File: src/sv/wdmc_pkg.sv
// wdmc_pkg: item types, function and mode codes and register indexes
// for the dual watchdog match counter; no dependencies
`default_nettype none

package wdmc_pkg;

  localparam int MATCH_W = 16;
  localparam int OUT_W   = 16;
  localparam int ADDR_W  = 5;
  localparam int DATA_W  = 32;

  // input item functions
  localparam logic [2:0] FUNC_TICK       = 3'd0;
  localparam logic [2:0] FUNC_ENABLES    = 3'd1;
  localparam logic [2:0] FUNC_CLR_IRQ    = 3'd2;
  localparam logic [2:0] FUNC_CLR_CNT    = 3'd3;
  localparam logic [2:0] FUNC_STATUS     = 3'd4;
  localparam logic [2:0] FUNC_READ_CAUSE = 3'd5;

  // match actions
  localparam logic [1:0] MODE_NONE    = 2'd0;
  localparam logic [1:0] MODE_IRQ     = 2'd1;
  localparam logic [1:0] MODE_RST     = 2'd2;
  localparam logic [1:0] MODE_IRQ_RST = 2'd3;

  // unhandled count value at which the next match escalates
  localparam logic [1:0] UNH_LAST = 2'd2;

  // register indexes (byte address / 4)
  localparam logic [2:0] REG_MATCH0   = 3'd0;
  localparam logic [2:0] REG_MATCH1   = 3'd1;
  localparam logic [2:0] REG_MODE0    = 3'd2;
  localparam logic [2:0] REG_MODE1    = 3'd3;
  localparam logic [2:0] REG_CLR_ON0  = 3'd4;
  localparam logic [2:0] REG_CLR_ON1  = 3'd5;
  localparam logic [2:0] REG_CASCADE  = 3'd6;

  typedef struct packed {
    logic [2:0] func;
    logic [1:0] counter_mask;
    logic [1:0] enable_value;
  } in_item_t;

  typedef struct packed {
    logic [OUT_W-1:0] counter0_value;
    logic [OUT_W-1:0] counter1_value;
    logic [1:0]       interrupt_pending;
    logic [1:0]       enabled_status;
    logic             watchdog_reset;
    logic             reset_by_watchdog;
  } out_item_t;

  // per-counter settings
  typedef struct packed {
    logic [MATCH_W-1:0] match;
    logic [1:0]         mode;
    logic               clear_on_match;
  } cnt_cfg_t;

  // match action requested by one counter
  typedef struct packed {
    logic set_irq;
    logic wdt;
  } act_t;

endpackage

`default_nettype wire

File: src/sv/wdmc_counter.sv
// wdmc_counter: one watchdog counter with match detect, clear on match
// and unhandled-match escalation; uses wdmc_pkg
`default_nettype none

module wdmc_counter #(
  parameter int COUNTER_BITS = 16
) (
  input  wire logic                    clk,
  input  wire logic                    rst_n,
  input  wire logic                    adv,
  input  wire logic                    clr_cnt,
  input  wire logic                    clr_irq,
  input  wire wdmc_pkg::cnt_cfg_t      cfg,
  output logic                         match,
  output logic [COUNTER_BITS-1:0]      count_nxt,
  output wdmc_pkg::act_t               act
);

  localparam int CMP_W = (COUNTER_BITS > wdmc_pkg::MATCH_W) ? COUNTER_BITS
                                                           : wdmc_pkg::MATCH_W;

  logic [COUNTER_BITS-1:0] count_r;
  logic [1:0]              unh_r, unh_nxt;

  assign match = adv && (CMP_W'(count_r) == CMP_W'(cfg.match));

  always_comb begin
    count_nxt = count_r;
    if (clr_cnt) begin
      count_nxt = '0;
    end else if (adv) begin
      count_nxt = (match && cfg.clear_on_match) ? '0 : count_r + 1'b1;
    end
  end

  always_comb begin
    act     = '0;
    unh_nxt = unh_r;
    if (clr_irq) begin
      unh_nxt = '0;
    end else if (match) begin
      unique case (cfg.mode)
        wdmc_pkg::MODE_IRQ: act.set_irq = 1'b1;
        wdmc_pkg::MODE_RST: act.wdt = 1'b1;
        wdmc_pkg::MODE_IRQ_RST: begin
          act.set_irq = 1'b1;
          if (unh_r == wdmc_pkg::UNH_LAST) begin
            act.wdt = 1'b1;
            unh_nxt = '0;
          end else begin
            unh_nxt = unh_r + 2'd1;
          end
        end
        default: ;
      endcase
    end
  end

  always_ff @(posedge clk) begin
    if (!rst_n) begin
      count_r <= '0;
      unh_r   <= '0;
    end else begin
      count_r <= count_nxt;
      unh_r   <= unh_nxt;
    end
  end

endmodule

`default_nettype wire

File: src/sv/wdmc_cfg.sv
// wdmc_cfg: apb register file for match values, modes, clear on match
// and cascade; all but match writes are locked while a counter runs; uses wdmc_pkg
`default_nettype none

module wdmc_cfg (
  input  wire logic                          clk,
  input  wire logic                          rst_n,
  input  wire logic                          psel,
  input  wire logic                          penable,
  input  wire logic                          pwrite,
  input  wire logic [wdmc_pkg::ADDR_W-1:0]   paddr,
  input  wire logic [wdmc_pkg::DATA_W-1:0]   pwdata,
  output logic      [wdmc_pkg::DATA_W-1:0]   prdata,
  output logic                               pready,
  input  wire logic [1:0]                    enable_flags,
  output wdmc_pkg::cnt_cfg_t                 cfg0,
  output wdmc_pkg::cnt_cfg_t                 cfg1,
  output logic                               cascade
);

  wdmc_pkg::cnt_cfg_t cfg0_r, cfg1_r;
  logic               cascade_r;
  logic               wr;
  logic [2:0]         idx;

  assign pready  = 1'b1;
  assign wr      = psel && penable && pwrite;
  assign idx     = paddr[4:2];
  assign cfg0    = cfg0_r;
  assign cfg1    = cfg1_r;
  assign cascade = cascade_r;

  always_ff @(posedge clk) begin
    if (!rst_n) begin
      cfg0_r    <= '0;
      cfg1_r    <= '0;
      cascade_r <= 1'b0;
    end else if (wr) begin
      unique case (idx)
        wdmc_pkg::REG_MATCH0: cfg0_r.match <= pwdata[wdmc_pkg::MATCH_W-1:0];
        wdmc_pkg::REG_MATCH1: cfg1_r.match <= pwdata[wdmc_pkg::MATCH_W-1:0];
        wdmc_pkg::REG_MODE0:  if (!enable_flags[0]) cfg0_r.mode <= pwdata[1:0];
        wdmc_pkg::REG_MODE1:  if (!enable_flags[1]) cfg1_r.mode <= pwdata[1:0];
        wdmc_pkg::REG_CLR_ON0:
          if (!enable_flags[0]) cfg0_r.clear_on_match <= pwdata[0];
        wdmc_pkg::REG_CLR_ON1:
          if (!enable_flags[1]) cfg1_r.clear_on_match <= pwdata[0];
        wdmc_pkg::REG_CASCADE: if (enable_flags == 2'b00) cascade_r <= pwdata[0];
        default: ;
      endcase
    end
  end

  always_comb begin
    unique case (idx)
      wdmc_pkg::REG_MATCH0:  prdata = wdmc_pkg::DATA_W'(cfg0_r.match);
      wdmc_pkg::REG_MATCH1:  prdata = wdmc_pkg::DATA_W'(cfg1_r.match);
      wdmc_pkg::REG_MODE0:   prdata = wdmc_pkg::DATA_W'(cfg0_r.mode);
      wdmc_pkg::REG_MODE1:   prdata = wdmc_pkg::DATA_W'(cfg1_r.mode);
      wdmc_pkg::REG_CLR_ON0: prdata = wdmc_pkg::DATA_W'(cfg0_r.clear_on_match);
      wdmc_pkg::REG_CLR_ON1: prdata = wdmc_pkg::DATA_W'(cfg1_r.clear_on_match);
      wdmc_pkg::REG_CASCADE: prdata = wdmc_pkg::DATA_W'(cascade_r);
      default:               prdata = '0;
    endcase
  end

endmodule

`default_nettype wire

File: src/sv/dual_watchdog_match_counter_unit.sv
// dual_watchdog_match_counter_unit: top level, item decode, interrupt and
// reset-cause flags and the result register; uses wdmc_pkg, wdmc_cfg, wdmc_counter
`default_nettype none

// Two watchdog counters advance on tick items while enabled. Each input item
// (tick, enable write, interrupt clear, counter reset, status read or
// reset-cause read and clear) is applied to the state in the cycle it is
// accepted and yields exactly one result item, which sits in a single output
// register. The block takes one item per cycle: in_stall rises only while a
// result is held in the output register and out_stall is high; results are
// registered, and a full-rate stream passes whenever the result side keeps up.
// On a tick a counter matches when it is advanced and its count before the
// tick equals its match value; it then clears (clear on match) or counts on, and
// its mode action is taken: none, interrupt, watchdog reset, or interrupt
// escalating to reset on the third match not handled by an interrupt clear.
// With cascade set counter one advances only on ticks where counter zero
// matched. A watchdog reset raises watchdog_reset in that result and sets the
// sticky cause; counters and settings are kept. Mode, clear on match and
// cascade writes are ignored while the affected counter (any counter, for
// cascade) is enabled. Registers sit at byte addresses 0, 4, ... 24 (low two
// address bits ignored); writes at 28 are dropped and reads there return zero.
// Result counter values are the low 16 bits of the COUNTER_BITS wide counts.
module dual_watchdog_match_counter_unit #(
  parameter int COUNTER_BITS = 16
) (
  input  wire logic                          clk,
  input  wire logic                          rst_n,
  // input items
  input  wire logic                          in_valid,
  output logic                               in_stall,
  input  wire wdmc_pkg::in_item_t            in_data,
  // result items
  output logic                               out_valid,
  input  wire logic                          out_stall,
  output wdmc_pkg::out_item_t                out_data,
  // register port
  input  wire logic                          cfg_psel,
  input  wire logic                          cfg_penable,
  input  wire logic                          cfg_pwrite,
  input  wire logic [wdmc_pkg::ADDR_W-1:0]   cfg_paddr,
  input  wire logic [wdmc_pkg::DATA_W-1:0]   cfg_pwdata,
  output logic      [wdmc_pkg::DATA_W-1:0]   cfg_prdata,
  output logic                               cfg_pready
);

  // settings
  wdmc_pkg::cnt_cfg_t cfg0, cfg1;
  logic               cascade;

  // status flags
  logic [1:0] pending_r, pending_nxt;
  logic [1:0] enable_r, enable_nxt;
  logic       cause_r, cause_nxt, cause_out;

  // result register
  wdmc_pkg::out_item_t out_r, out_nxt;
  logic                out_valid_r;

  // item decode
  logic       in_acc;
  logic       is_tick, is_clr_irq, is_clr_cnt;
  logic       adv0, adv1, m0, m1, wdt;
  logic [COUNTER_BITS-1:0] cnt0_nxt, cnt1_nxt;
  wdmc_pkg::act_t act0, act1;

  // previous counts, registered from the counters' next values
  logic [COUNTER_BITS-1:0] u_cnt0_count_hold, u_cnt1_count_hold;
  logic [COUNTER_BITS-1:0] cnt0_hold_r, cnt1_hold_r;

  // result register frees up when it is empty or being taken
  assign in_stall  = out_valid_r && out_stall;
  assign in_acc    = in_valid && !in_stall;
  assign out_valid = out_valid_r;
  assign out_data  = out_r;

  assign is_tick    = in_acc && (in_data.func == wdmc_pkg::FUNC_TICK);
  assign is_clr_irq = in_acc && (in_data.func == wdmc_pkg::FUNC_CLR_IRQ);
  assign is_clr_cnt = in_acc && (in_data.func == wdmc_pkg::FUNC_CLR_CNT);

  // cascade gates counter one on counter zero's match in the same tick
  assign adv0 = is_tick && enable_r[0];
  assign adv1 = is_tick && enable_r[1] && (!cascade || m0);

  wdmc_cfg u_cfg (
    .clk          (clk),
    .rst_n        (rst_n),
    .psel         (cfg_psel),
    .penable      (cfg_penable),
    .pwrite       (cfg_pwrite),
    .paddr        (cfg_paddr),
    .pwdata       (cfg_pwdata),
    .prdata       (cfg_prdata),
    .pready       (cfg_pready),
    .enable_flags (enable_r),
    .cfg0         (cfg0),
    .cfg1         (cfg1),
    .cascade      (cascade)
  );

  wdmc_counter #(.COUNTER_BITS(COUNTER_BITS)) u_cnt0 (
    .clk       (clk),
    .rst_n     (rst_n),
    .adv       (adv0),
    .clr_cnt   (is_clr_cnt && in_data.counter_mask[0]),
    .clr_irq   (is_clr_irq && in_data.counter_mask[0]),
    .cfg       (cfg0),
    .match     (m0),
    .count_nxt (cnt0_nxt),
    .act       (act0)
  );

  wdmc_counter #(.COUNTER_BITS(COUNTER_BITS)) u_cnt1 (
    .clk       (clk),
    .rst_n     (rst_n),
    .adv       (adv1),
    .clr_cnt   (is_clr_cnt && in_data.counter_mask[1]),
    .clr_irq   (is_clr_irq && in_data.counter_mask[1]),
    .cfg       (cfg1),
    .match     (m1),
    .count_nxt (cnt1_nxt),
    .act       (act1)
  );

  assign wdt = act0.wdt || act1.wdt;

  always_comb begin
    pending_nxt = pending_r;
    enable_nxt  = enable_r;
    cause_nxt   = cause_r;
    cause_out   = cause_r;
    if (in_acc) begin
      unique case (in_data.func)
        wdmc_pkg::FUNC_TICK: begin
          pending_nxt = pending_r | {act1.set_irq, act0.set_irq};
          cause_nxt   = cause_r || wdt;
          cause_out   = cause_nxt;
        end
        wdmc_pkg::FUNC_ENABLES: enable_nxt = in_data.enable_value;
        wdmc_pkg::FUNC_CLR_IRQ: pending_nxt = pending_r & ~in_data.counter_mask;
        // read returns the cause before it is cleared
        wdmc_pkg::FUNC_READ_CAUSE: cause_nxt = 1'b0;
        // counter reset is handled in the counters; others read status
        default: ;
      endcase
    end
  end

  always_comb begin
    out_nxt.counter0_value    = wdmc_pkg::OUT_W'(cnt0_nxt);
    out_nxt.counter1_value    = wdmc_pkg::OUT_W'(cnt1_nxt);
    out_nxt.interrupt_pending = pending_nxt;
    out_nxt.enabled_status    = enable_nxt;
    out_nxt.watchdog_reset    = is_tick && wdt;
    out_nxt.reset_by_watchdog = cause_out;
  end

  always_ff @(posedge clk) begin
    if (!rst_n) begin
      pending_r   <= '0;
      enable_r    <= '0;
      cause_r     <= 1'b0;
      out_valid_r <= 1'b0;
    end else begin
      pending_r <= pending_nxt;
      enable_r  <= enable_nxt;
      cause_r   <= cause_nxt;
      if (in_acc) begin
        out_valid_r <= 1'b1;
      end else if (!out_stall) begin
        out_valid_r <= 1'b0;
      end
    end
  end

  // payload register, no reset needed
  always_ff @(posedge clk) begin
    if (in_acc) begin
      out_r <= out_nxt;
    end
  end

  always_ff @(posedge clk) begin
    if (!rst_n) begin
      cnt0_hold_r <= '0;
      cnt1_hold_r <= '0;
    end else begin
      cnt0_hold_r <= cnt0_nxt;
      cnt1_hold_r <= cnt1_nxt;
    end
  end

  assign u_cnt0_count_hold = cnt0_hold_r;
  assign u_cnt1_count_hold = cnt1_hold_r;

  // a reset asserted in a result always shows up in its sticky cause
  a_wdt_sets_cause: assert property (@(posedge clk) disable iff (!rst_n)
    out_valid_r && out_r.watchdog_reset |-> out_r.reset_by_watchdog)
    else $error("watchdog reset reported without cause flag");

  // an enable write is reflected in its own result
  a_enable_echo: assert property (@(posedge clk) disable iff (!rst_n)
    in_acc && (in_data.func == wdmc_pkg::FUNC_ENABLES)
    |=> out_r.enabled_status == $past(in_data.enable_value))
    else $error("enabled status does not follow enable write");

  // a tick with both counters disabled leaves the counts alone
  a_idle_tick: assert property (@(posedge clk) disable iff (!rst_n)
    is_tick && (enable_r == 2'b00)
    |-> (cnt0_nxt == u_cnt0_count_hold) && (cnt1_nxt == u_cnt1_count_hold))
    else $error("disabled counter moved on a tick");

endmodule

`default_nettype wire

File: config.mk
export PLATFORM = sky130hd
export DESIGN_NAME = dual_watchdog_match_counter_unit
export DESIGN_NICKNAME = d
export VERILOG_FILES = /design/src/sv/wdmc_pkg.sv /design/src/sv/wdmc_counter.sv /design/src/sv/wdmc_cfg.sv /design/src/sv/dual_watchdog_match_counter_unit.sv
export SDC_FILE = /design/constraint.sdc
export NUM_CORES = 1
export LEC_CHECK = 0
export BUFFER_PORTS_ARGS = -buffer_cell sky130_fd_sc_hd__buf_4
export CAP_MARGIN = 30
export CORE_ASPECT_RATIO = 1.75
export CORE_MARGIN = 10
export CORE_UTILIZATION = 35
export DETAILED_ROUTE_END_ITERATION = 8
export GPL_TIMING_DRIVEN = 0
export PLACE_DENSITY_LB_ADDON = 0.05
export SLEW_MARGIN = 5
export SYNTH_ARGS = -nofsm -noshare
export SYNTH_HDL_FRONTEND = slang
export SYNTH_SLANG_ARGS = --single-unit
File: constraint.sdc
create_clock -name clk -period 6.9 [get_ports clk]
set_clock_uncertainty 0.2 [all_clocks]
set_input_delay 1.38 -clock clk [delete_from_list [all_inputs] [get_ports clk]]
set_output_delay 1.38 -clock clk [all_outputs]
set_load 0.005 [all_outputs]
==> summary.md <==
| Metric | Value |
|---|---|
| Outcome | completed |
| VDD IR-drop max | 0.0001575 V |
| Pin slew with the least headroom to its limit | 0.9334 ns |
| Clk_lat worst skew | 0.42 ns |
| Setup TNS | 0 ns |
| Vias in the first global route | 4713 |
| Global route overflow | 0 |
| RSZ-0062 raised after global routing | no |
| Initial Util | 35.34% |
| Fin crit share | 71.83% |
| Req. time, crit path | 5.32 ns |
| Fill count | 1565 |
| Die Footprint | 21600 µm² |
| CTS tree | built |
| Hpwl dp | 13250 µm |
| Worst-path clk slew | 0.05 ns |
| Number of synthesis warnings | 0 |
| Die Wd | 115.5 µm |
| Yosys reg bits | 119 |
| CP Max Fanout | 10 |
| Total length of routed met3 wires | 697 µm |
| Iter 0 DRT Violations | 170 |
| First-pass GRT wire length | 25830 µm |
| Initial antenna violation count | 0 |
| Post-synth EDFFs | 38 |
| FFs w/ async S/R, synth | 0% |
| Pre-antenna DRT Iters | 5 |
| Max_cap viols | 0 |
| Critical Path Source Type | input port |
| Post-CTS Hold Fix Bufs | 0 |
| Largest net degree at the start of global routing | 35 |
| Sequential area share after synthesis | 49.48% |
| Worst path arrival time | 3.38 ns |
| CTS buffer count | 17 |
| Core box area | 15800 µm² |
| Distinct cells, synth | 51 |
| Drt drc | 0 |
| WL final | 16810 µm |
| Total GRT Usage | 15.68% |
| Post-cts resize count | 0 |
| Class of the worst hold path | flip-flop to flip-flop |
| Final setup vio count | 0 |
| Routability cong. | 0.8620 |
| Top Layer Used | met4 |
| Worst slew margin | 37.64% |
| Post-CTS setup repair buffer count | 0 |
| CTS root buffer | clkbuf_16 |
| Clk sinks | 119 |
| PD cells | 255.9 nW/µm² |
| WL met1 | 6017 µm |
| Post-synth top flop | dfxtp_1 |
| Ports | 124 |
| Die H | 187.1 µm |
| Final #Nets | 771 |
| ANT nets after route | 0 |
| Mean number of vias per cell | 4.997 |
| Static Leak | 2.942 nW |
| Synthesized area | 5583 µm² |
| H-tree levels | 4 |
| Fin. Hold Viols | 0 |
| Fmax | 201.8 MHz |
| # rows | 61 |
| Clk buf depth | 2 |
| Ant. Diodes | 0 |
| Total power | 1.843 mW |
| Syn_area_per_cell | 9.352 µm² |
| Share of post-route cells with drive strength above 1 | 21.07% |
| DR vias | 4597 |
| Crit path kind | input port to output pin |
| Tmin final | 4.956 ns |
| Met2 WL | 9594 µm |
| Area grow syn2layout | 29.00% |
| Post-route insts no fill | 920 |
| Commonest non-fill, non-tap cell in the layout | buf_4 |
| Crit path capture type | output pin |
| Mapped Cells | 597 |
| Final Max Tran Viols | 0 |
| Most frequent cells in the layout | 103 x buf_4, 85 x nand2_1, 81 x dfxtp_1 |
| Placed Cells | 888 |
| Drt wl/cell | 18.27 µm |
| IO buf count | 86 |
==> cells in the mapped netlist (all sizes together), types with 12 or more instances <==
library cell | instances | area share [%]
nand3 | 18 | 1.6
mux2i | 27 | 4.8
or3 | 12 | 1.3
nor2 | 71 | 4.8
xor2 | 30 | 4.7
dfxtp | 81 | 29
xnor2 | 18 | 2.8
a21oi | 60 | 5.4
o21ai | 13 | 1.2
nand2 | 85 | 5.7
clkbuf | 22 | 1.5
buf | 23 | 2.9
nand4 | 17 | 1.9
edfxtp | 38 | 20
==> critical path, stage by stage <==
cell,delay [ns]
clkbuf_1,0.23
clkbuf_1,0.51
clkbuf_1,0.71
mux2i_1,0.16
nor2_1,0.22
buf_4,0.16
==> flip-flops by register name, summed over array words and instances, names as in the netlist <==
name / count
enable_r: 2
u_cfg.cfg0: 19
u_cnt1.unh_r: 2
u_cnt0.count_r: 16
out_data: 38
u_cnt1.count_r: 16
pending_r: 2
u_cfg.cfg1: 19
out_valid: 1
u_cfg.cascade: 1
u_cnt0.unh_r: 2
cause_r: 1
==> metrics by stage <==
| stage | util (%) | hold slack [ns] | area [µm²] | setup slack [ns] |
|---|---|---|---|---|
| finish | 45.58 | 0.2807 | 7202 | 1.944 |
| global route | 45.58 | 0.3041 | 7202 | 1.788 |
| CTS | 45.58 | 0.2835 | 7202 | 1.934 |
| detailed placement | 41.40 | 0.2755 | 6541 | 1.942 |
| global placement | 41.28 | 0.2673 | 6521 | 1.964 |
| floorplan | - | 0.2578 | 5639 | 2.596 |
==> metal layers <==
layer	up-vias	track usage [%]
met4	0	6.758
li1	2290	-
met5	-	0
met3	19	3.854
met1	2182	14.92
met2	106	30.10
==> power by group <==
group          switching, mW  internal (mW)
Combinational         0.0547         0.0458
Clock                  0.326          0.676
Sequential           0.00562          0.735
==> cells by family (layout without fill, tap and decap cells) <==
logic type	count (synthesis)	after routing	synth area share, %
compound gates	91	91	9.973
xor+xnor	48	48	7.530
fa+ha+maj	2	2	0.4482
buf+inv	52	171	4.886
flops	119	119	49.48
mux	31	31	6.051
other cells	2	17	0.1345
simple gates	252	252	21.49
==> area by class of cell <==
type                       instances  area (µm²)  share of cell area, %
tap                              189       236.5                  3.284
sequential                       119        2763                  38.36
clock inverter                    13       227.7                  3.162
timing repair buffer              87       665.6                  9.243
inverter                           7       26.28                 0.3648
buffer                            45       246.5                  3.423
clock buffer                      19       432.9                  6.011
multi-input combinational        441        2604                  36.15
==> worst paths after layout <==
path / startpoint / endpoint / slack [ns] / depth (start not counted)
worst max-delay path: cfg_paddr[2] / cfg_prdata[3] / 1.94 / 6
worst min-delay path: u_cfg.cfg1[14] / u_cfg.cfg1[14] / 0.28 / 2
worst max register to register: u_cfg.cfg0[16] / out_data[7] / 3.78 / 7
worst min register to register: u_cfg.cfg1[14] / u_cfg.cfg1[14] / 0.28 / 2
No activity file was read; power rests on OpenSTA's default activity.
